## config.mk

```make
export PLATFORM = sky130hd
export DESIGN_NAME = door_drive_sequencer_core_flat
export DESIGN_NICKNAME = d
export VERILOG_FILES = /design/src/sv/dds_pkg.sv /design/src/sv/dds_if.sv /design/src/sv/dds_cfg_regs.sv /design/src/sv/dds_step.sv /design/src/sv/door_drive_sequencer_core.sv /design/src/flat_wrapper.sv
export SDC_FILE = /design/constraint.sdc
export NUM_CORES = 1
export LEC_CHECK = 0
export ABC_AREA = 1
export BUFFER_PORTS_ARGS = -buffer_cell sky130_fd_sc_hd__buf_4
export CAP_MARGIN = 15
export CORE_UTILIZATION = 30
export CTS_BUF_LIST = sky130_fd_sc_hd__clkbuf_4 sky130_fd_sc_hd__clkbuf_8
export CTS_CLUSTER_SIZE = 25
export DETAILED_ROUTE_END_ITERATION = 10
export HOLD_SLACK_MARGIN = 0.06
export PLACE_DENSITY_LB_ADDON = 0.05
export SLEW_MARGIN = 20
export SYNTH_ARGS = -nofsm -noshare
export SYNTH_HDL_FRONTEND = slang
export SYNTH_SLANG_ARGS = --single-unit
```

## constraint.sdc

```tcl
create_clock -name clk -period 3 [get_ports clk]
set_input_delay 0.6 -clock clk [delete_from_list [all_inputs] [get_ports clk]]
set_output_delay 0.6 -clock clk [all_outputs]
set_load 0.05 [all_outputs]
```

## src/sv/dds_pkg.sv

```systemverilog
`timescale 1ns / 1ps
`default_nettype none
// ----------------------------------------------------------------------------
// dds_pkg
// Shared types and constants for the door drive sequencer.
// ----------------------------------------------------------------------------
package dds_pkg;

    localparam int MAG_W     = 10;
    localparam int SPEED_W   = 11;
    localparam int STATE_W   = 4;
    localparam int CFG_IDX_W = 1;

    typedef enum logic [CFG_IDX_W-1:0] {
        CFG_CREEP  = 1'b0,
        CFG_CRUISE = 1'b1
    } cfg_idx_t;

    typedef enum logic [STATE_W-1:0] {
        PH_INIT    = 4'd0,
        PH_UNKNOWN = 4'd1,
        PH_OPEN    = 4'd2,
        PH_ACC_POS = 4'd3,
        PH_POS     = 4'd4,
        PH_DEC_POS = 4'd5,
        PH_CLOSE   = 4'd6,
        PH_ACC_NEG = 4'd7,
        PH_NEG     = 4'd8,
        PH_DEC_NEG = 4'd9
    } phase_t;

    typedef struct packed {
        logic [MAG_W-1:0] creep;
        logic [MAG_W-1:0] cruise;
    } cfg_t;

    typedef struct packed {
        logic open_end;
        logic near_open;
        logic near_close;
        logic close_end;
    } switches_t;

    typedef struct packed {
        logic      direction_bit;
        switches_t sw;
    } scan_item_t;

    typedef struct packed {
        phase_t              phase;
        switches_t           last;
        logic signed [SPEED_W-1:0] speed;
    } drive_state_t;

endpackage

`default_nettype wire

```

## src/sv/dds_if.sv

```systemverilog
`timescale 1ns / 1ps
`default_nettype none
// ----------------------------------------------------------------------------
// dds_scan_if / dds_drive_if
// Valid/ready channels for scan ticks in and drive commands out.
// ----------------------------------------------------------------------------
interface dds_scan_if;
    logic valid;
    logic ready;
    logic direction_bit;
    logic switch_open_end;
    logic switch_near_open;
    logic switch_near_close;
    logic switch_close_end;

    modport source (
        output valid, direction_bit, switch_open_end, switch_near_open,
               switch_near_close, switch_close_end,
        input  ready
    );
    modport sink (
        input  valid, direction_bit, switch_open_end, switch_near_open,
               switch_near_close, switch_close_end,
        output ready
    );
endinterface

interface dds_drive_if;
    logic               valid;
    logic               ready;
    logic signed [10:0] speed_command;
    logic [3:0]         door_state;

    modport source (
        output valid, speed_command, door_state,
        input  ready
    );
    modport sink (
        input  valid, speed_command, door_state,
        output ready
    );
endinterface

`default_nettype wire

```

## src/sv/dds_cfg_regs.sv

```systemverilog
`timescale 1ns / 1ps
`default_nettype none
// ----------------------------------------------------------------------------
// dds_cfg_regs
// Creep and cruise speed magnitude registers behind a plain write port.
// ----------------------------------------------------------------------------
module dds_cfg_regs
    import dds_pkg::*;
(
    input  wire logic                 clk,
    input  wire logic                 rst_n,
    input  wire logic                 cfg_we,
    input  wire logic [CFG_IDX_W-1:0] cfg_index,
    input  wire logic [MAG_W-1:0]     cfg_wdata,
    output cfg_t                      cfg
);

    cfg_t cfg_reg;
    cfg_t cfg_next;

    always_comb
    begin
        cfg_next = cfg_reg;
        if (cfg_we)
        begin
            unique case (cfg_idx_t'(cfg_index))
                CFG_CREEP:  cfg_next.creep  = cfg_wdata;
                CFG_CRUISE: cfg_next.cruise = cfg_wdata;
                default:    cfg_next = cfg_reg;
            endcase
        end
    end

    always_ff @(posedge clk or negedge rst_n)
    begin
        if (!rst_n)
        begin
            cfg_reg.creep  <= MAG_W'(100);
            cfg_reg.cruise <= MAG_W'(500);
        end
        else
        begin
            cfg_reg <= cfg_next;
        end
    end

    assign cfg = cfg_reg;

endmodule

`default_nettype wire

```

## src/sv/dds_step.sv

```systemverilog
`timescale 1ns / 1ps
`default_nettype none
// ----------------------------------------------------------------------------
// dds_step
// Next-state logic of the drive sequencer for one scan tick.
// ----------------------------------------------------------------------------
module dds_step
    import dds_pkg::*;
(
    input  wire cfg_t         cfg,
    input  wire scan_item_t   item,
    input  wire drive_state_t cur,
    output drive_state_t      nxt
);

    logic signed [SPEED_W-1:0] pos_creep;
    logic signed [SPEED_W-1:0] neg_creep;
    logic signed [SPEED_W-1:0] pos_cruise;
    logic signed [SPEED_W-1:0] neg_cruise;
    logic                      d;
    switches_t                 trig;

    assign pos_creep  = $signed({1'b0, cfg.creep});
    assign neg_creep  = -pos_creep;
    assign pos_cruise = $signed({1'b0, cfg.cruise});
    assign neg_cruise = -pos_cruise;
    assign d          = item.direction_bit;
    assign trig       = item.sw ^ cur.last;

    always_comb
    begin
        nxt = cur;
        unique case (cur.phase)
            PH_INIT:
            begin
                nxt.speed = d ? pos_creep : neg_creep;
                nxt.phase = PH_UNKNOWN;
            end
            PH_UNKNOWN:
            begin
                if (d && trig.open_end)
                begin
                    nxt.last.open_end = item.sw.open_end;
                    nxt.speed         = '0;
                    nxt.phase         = PH_OPEN;
                end
                if (!d && trig.close_end)
                begin
                    nxt.last.close_end = item.sw.close_end;
                    nxt.speed          = '0;
                    nxt.phase          = PH_CLOSE;
                end
            end
            PH_OPEN:
            begin
                if (!d)
                begin
                    nxt.speed = pos_creep;
                    nxt.phase = PH_ACC_POS;
                end
            end
            PH_ACC_POS:
            begin
                if (trig.near_open)
                begin
                    nxt.last.near_open = item.sw.near_open;
                    nxt.speed          = pos_cruise;
                    nxt.phase          = PH_POS;
                end
                if (d)
                begin
                    nxt.speed = neg_creep;
                    nxt.phase = PH_DEC_NEG;
                end
            end
            PH_POS:
            begin
                if (trig.near_close)
                begin
                    nxt.last.near_close = item.sw.near_close;
                    nxt.speed           = pos_creep;
                    nxt.phase           = PH_DEC_POS;
                end
                if (d)
                begin
                    nxt.speed = neg_cruise;
                    nxt.phase = PH_NEG;
                end
            end
            PH_DEC_POS:
            begin
                if (trig.close_end)
                begin
                    nxt.last.close_end = item.sw.close_end;
                    nxt.speed          = '0;
                    nxt.phase          = PH_CLOSE;
                end
                if (d)
                begin
                    nxt.speed = neg_creep;
                    nxt.phase = PH_ACC_NEG;
                end
            end
            PH_CLOSE:
            begin
                if (d)
                begin
                    nxt.speed = neg_creep;
                    nxt.phase = PH_ACC_NEG;
                end
            end
            PH_ACC_NEG:
            begin
                if (trig.near_close)
                begin
                    nxt.last.near_close = item.sw.near_close;
                    nxt.speed           = neg_cruise;
                    nxt.phase           = PH_NEG;
                end
                if (!d)
                begin
                    nxt.speed = pos_creep;
                    nxt.phase = PH_DEC_POS;
                end
            end
            PH_NEG:
            begin
                if (trig.near_open)
                begin
                    nxt.last.near_open = item.sw.near_open;
                    nxt.speed          = neg_creep;
                    nxt.phase          = PH_DEC_NEG;
                end
                if (!d)
                begin
                    nxt.speed = pos_cruise;
                    nxt.phase = PH_POS;
                end
            end
            PH_DEC_NEG:
            begin
                if (trig.open_end)
                begin
                    nxt.last.open_end = item.sw.open_end;
                    nxt.speed         = '0;
                    nxt.phase         = PH_OPEN;
                end
                if (!d)
                begin
                    nxt.speed = pos_creep;
                    nxt.phase = PH_ACC_POS;
                end
            end
            default:
            begin
                nxt = cur;
            end
        endcase
    end

endmodule

`default_nettype wire

```

## src/sv/door_drive_sequencer_core.sv

```systemverilog
`timescale 1ns / 1ps
`default_nettype none
// ----------------------------------------------------------------------------
// door_drive_sequencer_core
// Ten-state door drive sequencer: one speed command per scan tick.
//
//   channel   dir   protocol      payload
//   scan      in    valid/ready   direction_bit, four switch levels
//   drive     out   valid/ready   speed_command (s11), door_state (u4)
//   cfg       in    write only    creep_speed (0), cruise_speed (1)
//
// one request per cycle sustained while the drive side is ready; input
// register then result register, with the sequencer state updated as a
// request moves between them
// reset: state init, stored switch levels and speed zero, creep 100,
// cruise 500
// a stalled result holds while a further request waits in the input register
// ----------------------------------------------------------------------------
module door_drive_sequencer_core
    import dds_pkg::*;
(
    input  wire logic                 clk,
    input  wire logic                 rst_n,
    dds_scan_if.sink                  scan,
    dds_drive_if.source               drive,
    input  wire logic                 cfg_we,
    input  wire logic [CFG_IDX_W-1:0] cfg_index,
    input  wire logic [MAG_W-1:0]     cfg_wdata
);

    cfg_t         cfg;
    drive_state_t st_reg;
    drive_state_t st_next;
    scan_item_t   item_reg;
    scan_item_t   item_next;
    logic         item_valid_reg;
    logic         res_valid_reg;
    logic signed [SPEED_W-1:0] res_speed_reg;
    logic [STATE_W-1:0]        res_state_reg;
    logic         advance;
    logic         take;

    dds_cfg_regs u_cfg (
        .clk       (clk),
        .rst_n     (rst_n),
        .cfg_we    (cfg_we),
        .cfg_index (cfg_index),
        .cfg_wdata (cfg_wdata),
        .cfg       (cfg)
    );

    dds_step u_step (
        .cfg  (cfg),
        .item (item_reg),
        .cur  (st_reg),
        .nxt  (st_next)
    );

    assign advance    = item_valid_reg && (!res_valid_reg || drive.ready);
    assign scan.ready = !item_valid_reg || advance;
    assign take       = scan.valid && scan.ready;

    assign item_next.direction_bit = scan.direction_bit;
    assign item_next.sw.open_end   = scan.switch_open_end;
    assign item_next.sw.near_open  = scan.switch_near_open;
    assign item_next.sw.near_close = scan.switch_near_close;
    assign item_next.sw.close_end  = scan.switch_close_end;

    // control and sequencer state
    always_ff @(posedge clk or negedge rst_n)
    begin
        if (!rst_n)
        begin
            item_valid_reg <= 1'b0;
            res_valid_reg  <= 1'b0;
            st_reg.phase   <= PH_INIT;
            st_reg.last    <= '0;
            st_reg.speed   <= '0;
        end
        else
        begin
            if (scan.ready)
            begin
                item_valid_reg <= scan.valid;
            end
            if (advance)
            begin
                res_valid_reg <= 1'b1;
                st_reg        <= st_next;
            end
            else if (drive.ready)
            begin
                res_valid_reg <= 1'b0;
            end
        end
    end

    // payload
    always_ff @(posedge clk)
    begin
        if (take)
        begin
            item_reg <= item_next;
        end
        if (advance)
        begin
            res_speed_reg <= st_next.speed;
            res_state_reg <= st_next.phase;
        end
    end

    assign drive.valid         = res_valid_reg;
    assign drive.speed_command = res_speed_reg;
    assign drive.door_state    = res_state_reg;

endmodule

`default_nettype wire

```

## src/flat_wrapper.sv

```systemverilog
// flat-port wrapper written by rule: the top's interface ports become plain ports
module door_drive_sequencer_core_flat import dds_pkg::*;
  (clk, rst_n, cfg_we, cfg_index, cfg_wdata, scan_valid, scan_direction_bit, scan_switch_open_end, scan_switch_near_open, scan_switch_near_close, scan_switch_close_end, scan_ready, drive_valid, drive_speed_command, drive_door_state, drive_ready);
  dds_scan_if scan_i ();
  dds_drive_if drive_i ();
  input  wire logic clk;
  input  wire logic rst_n;
  input  wire logic cfg_we;
  input  wire logic [CFG_IDX_W-1:0] cfg_index;
  input  wire logic [MAG_W-1:0] cfg_wdata;
  input wire logic [$bits(scan_i.valid)-1:0] scan_valid;
  input wire logic [$bits(scan_i.direction_bit)-1:0] scan_direction_bit;
  input wire logic [$bits(scan_i.switch_open_end)-1:0] scan_switch_open_end;
  input wire logic [$bits(scan_i.switch_near_open)-1:0] scan_switch_near_open;
  input wire logic [$bits(scan_i.switch_near_close)-1:0] scan_switch_near_close;
  input wire logic [$bits(scan_i.switch_close_end)-1:0] scan_switch_close_end;
  output wire logic [$bits(scan_i.ready)-1:0] scan_ready;
  output wire logic [$bits(drive_i.valid)-1:0] drive_valid;
  output wire logic [$bits(drive_i.speed_command)-1:0] drive_speed_command;
  output wire logic [$bits(drive_i.door_state)-1:0] drive_door_state;
  input wire logic [$bits(drive_i.ready)-1:0] drive_ready;
  assign scan_i.valid = scan_valid;
  assign scan_i.direction_bit = scan_direction_bit;
  assign scan_i.switch_open_end = scan_switch_open_end;
  assign scan_i.switch_near_open = scan_switch_near_open;
  assign scan_i.switch_near_close = scan_switch_near_close;
  assign scan_i.switch_close_end = scan_switch_close_end;
  assign scan_ready = scan_i.ready;
  assign drive_valid = drive_i.valid;
  assign drive_speed_command = drive_i.speed_command;
  assign drive_door_state = drive_i.door_state;
  assign drive_i.ready = drive_ready;
  door_drive_sequencer_core u_core (.clk(clk), .rst_n(rst_n), .scan(scan_i), .drive(drive_i), .cfg_we(cfg_we), .cfg_index(cfg_index), .cfg_wdata(cfg_wdata));
endmodule
```

Word-level counts from Yosys, hierarchy flattened
Cells that the tools add are included.
{ "word_totals": {"ramBits": 0, "out_inout_bits": 17, "romBits": 0, "regBits": 61, "latchBits": 0, "word_cells": 94, "in_bits": 21, "memories": 0} }
{ "classes": {"n_eq_ne": 13, "n_shift": 0, "order_cmp": 0, "n_div": 0, "reduce_logical": 21, "mul": 0, "n_addsub": 2, "muxes": 39, "bitwise": 2} }
{ "ops": {"columns": ["cell", "count"], "rows": [
  ["2-to-1 mux 11 bit", 15],
  ["one-hot mux 11 bit (10 select lines)", 1],
  ["2-to-1 mux 4 bit", 14],
  ["one-hot mux 4 bit (10 select lines)", 1],
  ["2-to-1 mux 12 bit", 2],
  ["negator 10 -> 11 bit", 2],
  ["== test 4 x 3 -> 1 bit (second input constant)", 4],
  ["2-to-1 mux 5 bit", 2],
  ["== test 4 x 2 -> 1 bit (second input constant)", 2],
  ["== test 4 bit (second input constant)", 2],
  ["!= test 2 bit (second input constant)", 4],
  ["AND reduction 4 bit", 2],
  ["AND reduction 3 bit", 2],
  ["nonzero test 2 bit", 3],
  ["== test 4 x 1 -> 1 bit (second input constant)", 1],
  ["logical AND 1 bit", 4],
  ["zero test 4 bit", 1],
  ["one-hot mux 1 bit (2 select lines)", 2],
  ["AND reduction 2 bit", 2],
  ["OR reduction 2 bit", 2],
  ["XOR 4 bit", 1],
  ["zero test 1 bit", 3],
  ["logical OR 1 bit", 2],
  ["2-to-1 mux 1 bit", 2],
  ["inverter 1 bit", 1]
]} }

Longest topological paths before layout
Gate-level depths: netlist (run 1).
{ "depth": {"ltp_word": 5, "ltp_mapped": 16, "depth_no_buf": 16} }

Cells and area by module
From an unflattened synthesis (run 1), not the netlist that was laid out.
{ "hier_totals": {"cells_unflattened": 803, "area_unflattened_um2": 5104.9} }
{ "by_module_without_submodules": {"columns": ["mod", "seq_area_each_um2", "area_per_inst_um2", "cells_each", "n_inst"], "rows": [
  ["dds_step", 0.0, 2844.0, 603, 1],
  ["door_drive_sequencer_core", 1126.1, 1441.4, 113, 1],
  ["dds_cfg_regs", 511.7, 819.5, 87, 1]
]} }

Least setup slack after synthesis (run 1)
No wires, ideal clock.
{ "synth_path": {"path_type": "register -> register", "from": "register u_core.item_reg[0] in the netlist's numbering", "to": "register u_core.res_speed_reg[0] (netlist: u_core.drive.speed_command[0]) (data pin)", "path_slack_ns": 1.203, "period_less_slack_ns": 1.797, "setup_time_ns": 0.255, "arrival_ns": 1.543, "required_time_ns": 2.745, "path_stages_with_launch": 11, "n_path_buf": 0, "path_cell_list": "edfxtp_1 ha_1 inv_1 nand2_1 nand3_1 inv_1 a21oi_1 o21ai_0 nor2_1 nand3_1 and2_1"} }
{ "synth_lines": {"columns": ["item", "line_no", "text"], "rows": [
  ["from (decl)", "door_drive_sequencer_core.sv:34", "scan_item_t item_reg;"],
  ["from (signal assigned)", "door_drive_sequencer_core.sv:103", "item_reg <= item_next;"],
  ["to (signal assigned)", "door_drive_sequencer_core.sv:107", "res_speed_reg <= st_next.speed;"],
  ["to (decl)", "door_drive_sequencer_core.sv:38", "logic signed [SPEED_W-1:0] res_speed_reg;"]
]} }

==> results of run 1 <==
[cells by family after synthesis]
logic type	after synthesis	share of synthesized area
simple gates	449	0.378
compound gates	140	0.160
buf+inv	129	0.105
flops	61	0.332
xor+xnor	8	0.0142
fa+ha+maj	4	0.0102
[routing by layer]
metal | GRT usage | wire, µm | vias to the layer above
li1 | - | - | 2604
met1 | 0.319 | 8510 | 2371
met2 | 0.325 | 7200 | 179
met3 | 0.0439 | 1220 | 27
met4 | 0.0677 | 314 | 0
met5 | 0 | 0 | -
[final cells by class]
type,count,area share
multi-input combinational,601,0.494
sequential,61,0.292
inverter,99,0.0663
timing repair buffer,46,0.0661
tap,216,0.0482
clock buffer,10,0.0234
clock inverter,6,0.00960
[final timing paths]
check                                    from                             to  slack [ps]  cells after the start
max in group asynchronous               rst_n              u_core.st_reg[18]        2370                      1
max                        u_core.item_reg[4]  u_core.drive.speed_command[8]         710                     11
min                                     rst_n             u_core.drive.valid         230                      1
max reg2reg                u_core.item_reg[4]  u_core.drive.speed_command[8]         710                     11
min reg2reg                 u_core.st_reg[11]              u_core.st_reg[11]         490                      2
min in group clk           scan_direction_bit             u_core.item_reg[4]         400                      1
[synthesized netlist by cell type, types with 2 or more instances]
library cell  count
a31oi_1           2
nand3_2           2
buf_1             2
a21oi_1          33
buf_2            17
a21boi_0          4
edfxtp_1         20
and2_1            2
nor2_2            3
inv_2             5
nor2_1           93
clkbuf_1          9
o21bai_1          2
o21ai_1           5
dfrtp_1          32
o2111ai_1         2
a211oi_1          3
nand2_2           6
o211ai_1          8
dfstp_2           9
nand4_1           4
nand3_1          63
o21ai_0          67
a21boi_1          2
nand2_1         261
nor2_4            3
o31ai_1           2
nor3_1            9
xor2_1            8
inv_1            94
o221ai_1          2
o22ai_1           6
ha_1              4
[stage by stage]
| step | hold WS (ps) | total power [µW] | utilization | worst slack (ps) | std cells |
|---|---|---|---|---|---|
| detailed placement | 478 | 4260 | 0.340 | 765 | 1023 |
| floorplan | 304 | 3420 | - | 1200 | 791 |
| finish | 229 | 5020 | 0.352 | 707 | 1039 |
| global route | 275 | 5450 | 0.352 | 532 | 1039 |
| CTS | 240 | 5030 | 0.352 | 764 | 1039 |
| global placement | 465 | 4280 | 0.340 | 741 | 1023 |
[power by group through the flow]
stage	Clock, µW	Sequential (µW)	Combinational [µW]
after global routing	803	1490	3160
after global placement	0	1460	2820
after floorplan	0	1740	1680
after detailed placement	0	1450	2810
final	740	1450	2840
after CTS	771	1440	2810
[worst max-delay path, stage by stage (launching register included)]
cell and delay, ps:
edfxtp_1 430, buf_12 220, nor2_1 370, nand3_1 260, nand2_1 120, nand3_1 130
nand2_1 90, nand2_1 50, nand2_1 60, inv_1 40, nor2_1 130, a31oi_1 100
==> results_dict.tcl, run 1 <==
set metrics [dict create \
    fillCellCount 1800 \
    numCtsBuffers 9 \
    yosys_warnings 0 \
    grt_use_total 0.220 \
    die_h_um 130 \
    syn_area_um2 4930 \
    drive_gt1_frac 0.108 \
    worst_slew_pin_slew_ps 789 \
    grt_pass1_vias 4784 \
    ys_top_cells_by_area "nand2_1 20%, dfrtp_1 16%, edfxtp_1 12%" \
    core-area_um2 15900 \
    synthCells 791 \
    cts_resized 0 \
    first_pass_iters 6 \
    maxCapViolCount 0 \
    cts_root_buffer "clkbuf_8" \
    cts.path.max_buffers 2 \
    numClockSinks 61 \
    pwr-share-clk 0.147 \
    die_area_um2 16900 \
    synth-seq-cells 61 \
    yosys.cell_types.count 40 \
    antenna_found_initial 0 \
    slew_viol_final 0 \
    post-route-drc-count 0 \
    vias 5181 \
    end_kind "register" \
    cts_tree "done" \
    portBuffers 37 \
    fin_skew_ps 16.5 \
    avgSynthCellArea_um2 6.23 \
    critPathMaxFanout 73 \
    io_pins 38 \
    ys_seq_area_frac 0.332 \
    viasPerCell 4.99 \
    finalSetupTns_ps 0 \
    cp.required_ps 3120 \
    power_frac_comb 0.565 \
    syn2layout_area_growth_pct 13.8 \
    clk_latency_ps 380 \
    rsz0062_at_grt "false" \
    period_share 0.764 \
    largest_reg_flops 20 \
    register_area_um2 1640 \
    post_cts_hold_buffer_count 0 \
    p_switching_uw 2590 \
    drt-total-wl_um 17200 \
    start_util 0.309 \
    netlist.area_leader.share 0.199 \
    final_hold_viol_count 0 \
    dp_hpwl_um 12600 \
    wl_per_cell_um 16.6 \
    htree_num_levels 3 \
    synth_top_cell_by_area "nand2_1" \
    hp-class "input port to async pin" \
    maxSlewHeadroom 0.473 \
    rows 46 \
    synth_edf_count 20 \
    grt_pass1_wl_um 27200 \
    leakagePower_uw 0.00279 \
    setup.worst_path.class "register to register" \
    switching_share 0.516 \
    peakVddDrop_mv 0.322 \
    multiInputGateArea_um2 2770 \
    worstSetupStartpointType "register" \
    drt_iter0_drc 447 \
    mostFrequentLayoutCell "nand2_1" \
    syn_nets 816 \
    layout_common_cells "261 x nand2_1, 94 x inv_1, 93 x nor2_1, 67 x o21ai_0, 63 x nand3_1" \
    finalSetupViolations 0 \
    clk_pin_slew_worst_paths_ps 80 \
    die_w_um 130 \
    final_cell_area_um2 5610 \
    max_freq_ghz 0.436 \
    grt_max_degree 74 \
    synthFlopType "dfrtp_1" \
    dpl_cell_area_um2 5420 \
    powerDensity_nw_per_um2 896 \
    fin_crit_ps 2290 \
    status "complete, no violations" \
    postCtsSetupBuffers 0 \
    gp_congestion 0.881 \
    arrival_ps 2420 \
    power.internal_uw 2430 \
    gr-total-overflow 0 \
    drtAntennaViolNets 0 \
    nets 843 \
    async_flop_share 0.672 \
    pwr-share-seq 0.288 \
    n_antenna_cell 0 \
]
Power figures use the tool's default switching activity.
==> run 2, diff against run 1 <==
clock period = 2.1 ns   (was 3 ns; I/O delays follow)
==> run 2 against run 1 <==
Maximum frequency is 16% higher. Total power rose by 52%. Sequential power is 42% higher. Worst hold slack lost 180 ps. Global-route usage increased by 0.50 points. Sequential share of layout area decreased by 2.3 points. Critical endpoint is now u_core.drive.speed_command[7]. Largest cell class unchanged. Highest routed layer unchanged.
==> results_dict.tcl, run 2 (synthesis gave the netlist of run 1 again) <==
set metrics [dict create \
    critPathMaxFanout 5 \
    fin_crit_ps 1980 \
    clk_pin_slew_worst_paths_ps 70 \
    max_freq_ghz 0.505 \
    grt_use_total 0.225 \
    portBuffers 37 \
    start_util 0.309 \
    status "complete, no violations" \
    largest_reg_flops 20 \
    setup.worst_path.class "register to register" \
    crit_chain "ha_1, inv_2, nand2_2, nand3_2, nand2_2, nand2_1, nand2_1, a21oi_2, nand2_1, nor2_4, a21boi_0" \
    crit_top_cell "nand2_1" \
    viasPerCell 4.92 \
    worst_slew_pin_slew_ps 598 \
    die_area_um2 16900 \
    drt_iter0_drc 469 \
    slew_viol_final 0 \
    nets 891 \
    post_cts_hold_buffer_count 0 \
    arrival_ps 2070 \
    period_share 0.943 \
    maxCapViolCount 0 \
    worstReg2RegStart "u_core.item_reg[3]" \
    post-route-drc-count 0 \
    drtAntennaViolNets 0 \
    r2r_setup_slack_ps 120 \
    rsz0062_at_grt "false" \
    crit_path_max_incr_delay_ps 410 \
    powerDensity_nw_per_um2 1260 \
    fin_skew_ps 11.6 \
    maxSlewHeadroom 0.601 \
    drive_gt1_frac 0.185 \
    grt_pass1_wl_um 28300 \
    crit_slowest_cell "edfxtp_1" \
    final_hold_viol_count 0 \
    dp_cells 1068 \
    gr-total-overflow 0 \
    end_kind "register" \
    first_pass_iters 5 \
    die_w_um 130 \
    path_buf_inv 1 \
    die_h_um 130 \
    n_antenna_cell 0 \
    drt-total-wl_um 17700 \
    peakVddDrop_mv 0.459 \
    cts.path.max_buffers 2 \
    numClockSinks 61 \
    mostFrequentLayoutCell "nand2_1" \
    grt_pass1_vias 5073 \
    path_delay_family "simple AND/OR/NAND/NOR gates" \
    wl_per_cell_um 16.3 \
    worstSetupStartpointType "register" \
    core-area_um2 15900 \
    grt_max_degree 42 \
    rows 46 \
    cts_root_buffer "clkbuf_8" \
    dp_hpwl_um 13700 \
    finalSetupViolations 0 \
    hp-class "input port to async pin" \
    reg2regPathDepth 11 \
    numCtsBuffers 9 \
    leakagePower_uw 0.00305 \
    cp.required_ps 2190 \
    antenna_found_initial 0 \
    r2r-end "u_core.drive.speed_command[7]" \
    syn2layout_area_growth_pct 23.5 \
    htree_num_levels 3 \
    vias 5343 \
    clk_latency_ps 370 \
    io_pins 38 \
    cts_tree "done" \
    finalNonFillerCells 1087 \
    gp_congestion 0.914 \
    final_util 0.381 \
    layout_common_cells "257 x nand2_1, 90 x inv_1, 89 x buf_4, 87 x nor2_1, 66 x o21ai_0" \
]
[run 2: cell count changes in the layout (fill, tap and decap cells not counted), sizes merged]
| cell | change |
|---|---|
| bufinv | -1 |
| clkbuf | +4 |
| buf | +48 |
| clkinv | -2 |
| clkinvlp | -1 |
[run 2: cell type report]
class	instances	area, µm²
inverter	99	374
multi-input combinational	601	2850
clock inverter	2	10.0
clock buffer	14	174
sequential	61	1640
fill	1769	9860
timing repair buffer	94	768
tap	216	270
[run 2: repair_timing]
action,4_1_cts,5_1_grt
resized for setup,5,22
endpoints found under the setup margin,8,23
pin swaps,0,2
cloned,0,0
buffers inserted,0,3
[run 2: power breakdown]
part,leakage [µW],total [µW],internal [µW],switching (µW)
Sequential,0.000688,2060,1720,339
Clock,0.000101,1020,529,487
Combinational,0.00226,4570,1550,3020
Total,0.00305,7650,3800,3840
[run 2: worst max-delay path by stage]
stage	from	cells past startpoint	slack [ps]	to
floorplan	u_core.item_reg[0]	10	300	u_core.drive.speed_command[0]
global placement	u_core.item_reg[3]	11	-40	u_core.drive.speed_command[7]
detailed placement	u_core.item_reg[3]	11	-70	u_core.drive.speed_command[7]
CTS	u_core.item_reg[3]	11	7	u_core.drive.speed_command[7]
global route	u_core.item_reg[4]	12	5	u_core.drive.speed_command[9]
finish	u_core.item_reg[3]	11	120	u_core.drive.speed_command[7]
[run 2: stage by stage]
step                      hold slack [ps]  TNS [ps]  area (µm²)  setup slack [ps]  total power [µW]
after floorplan                       124         0        4930               303              4880
after detailed placement              464      -176        5800             -71.7              6460
final                                51.8         0        6080               120              7650
after global placement                469     -77.5        5800             -43.4              6460
after global routing                 86.3         0        6080              5.05              8280
after CTS                            63.6         0        6000              7.28              7550
[run 2: worst reg2reg max path: stages, from the launching register on]
cell	delay (ps)
edfxtp_1	410
ha_1	320
inv_2	70
nand2_2	90
nand3_2	110
nand2_2	110
nand2_1	80
nand2_1	60
a21oi_2	110
nand2_1	100
nor2_4	160
a21boi_0	100
[run 2: layer usage]
layer  routed length (µm)  GRT usage  vias up
li1                     -          -     2698
met4                  493     0.0964        0
met2                 7410      0.328      172
met1                 8880      0.326     2444
met5                    0          0        -
met3                  889     0.0340       29
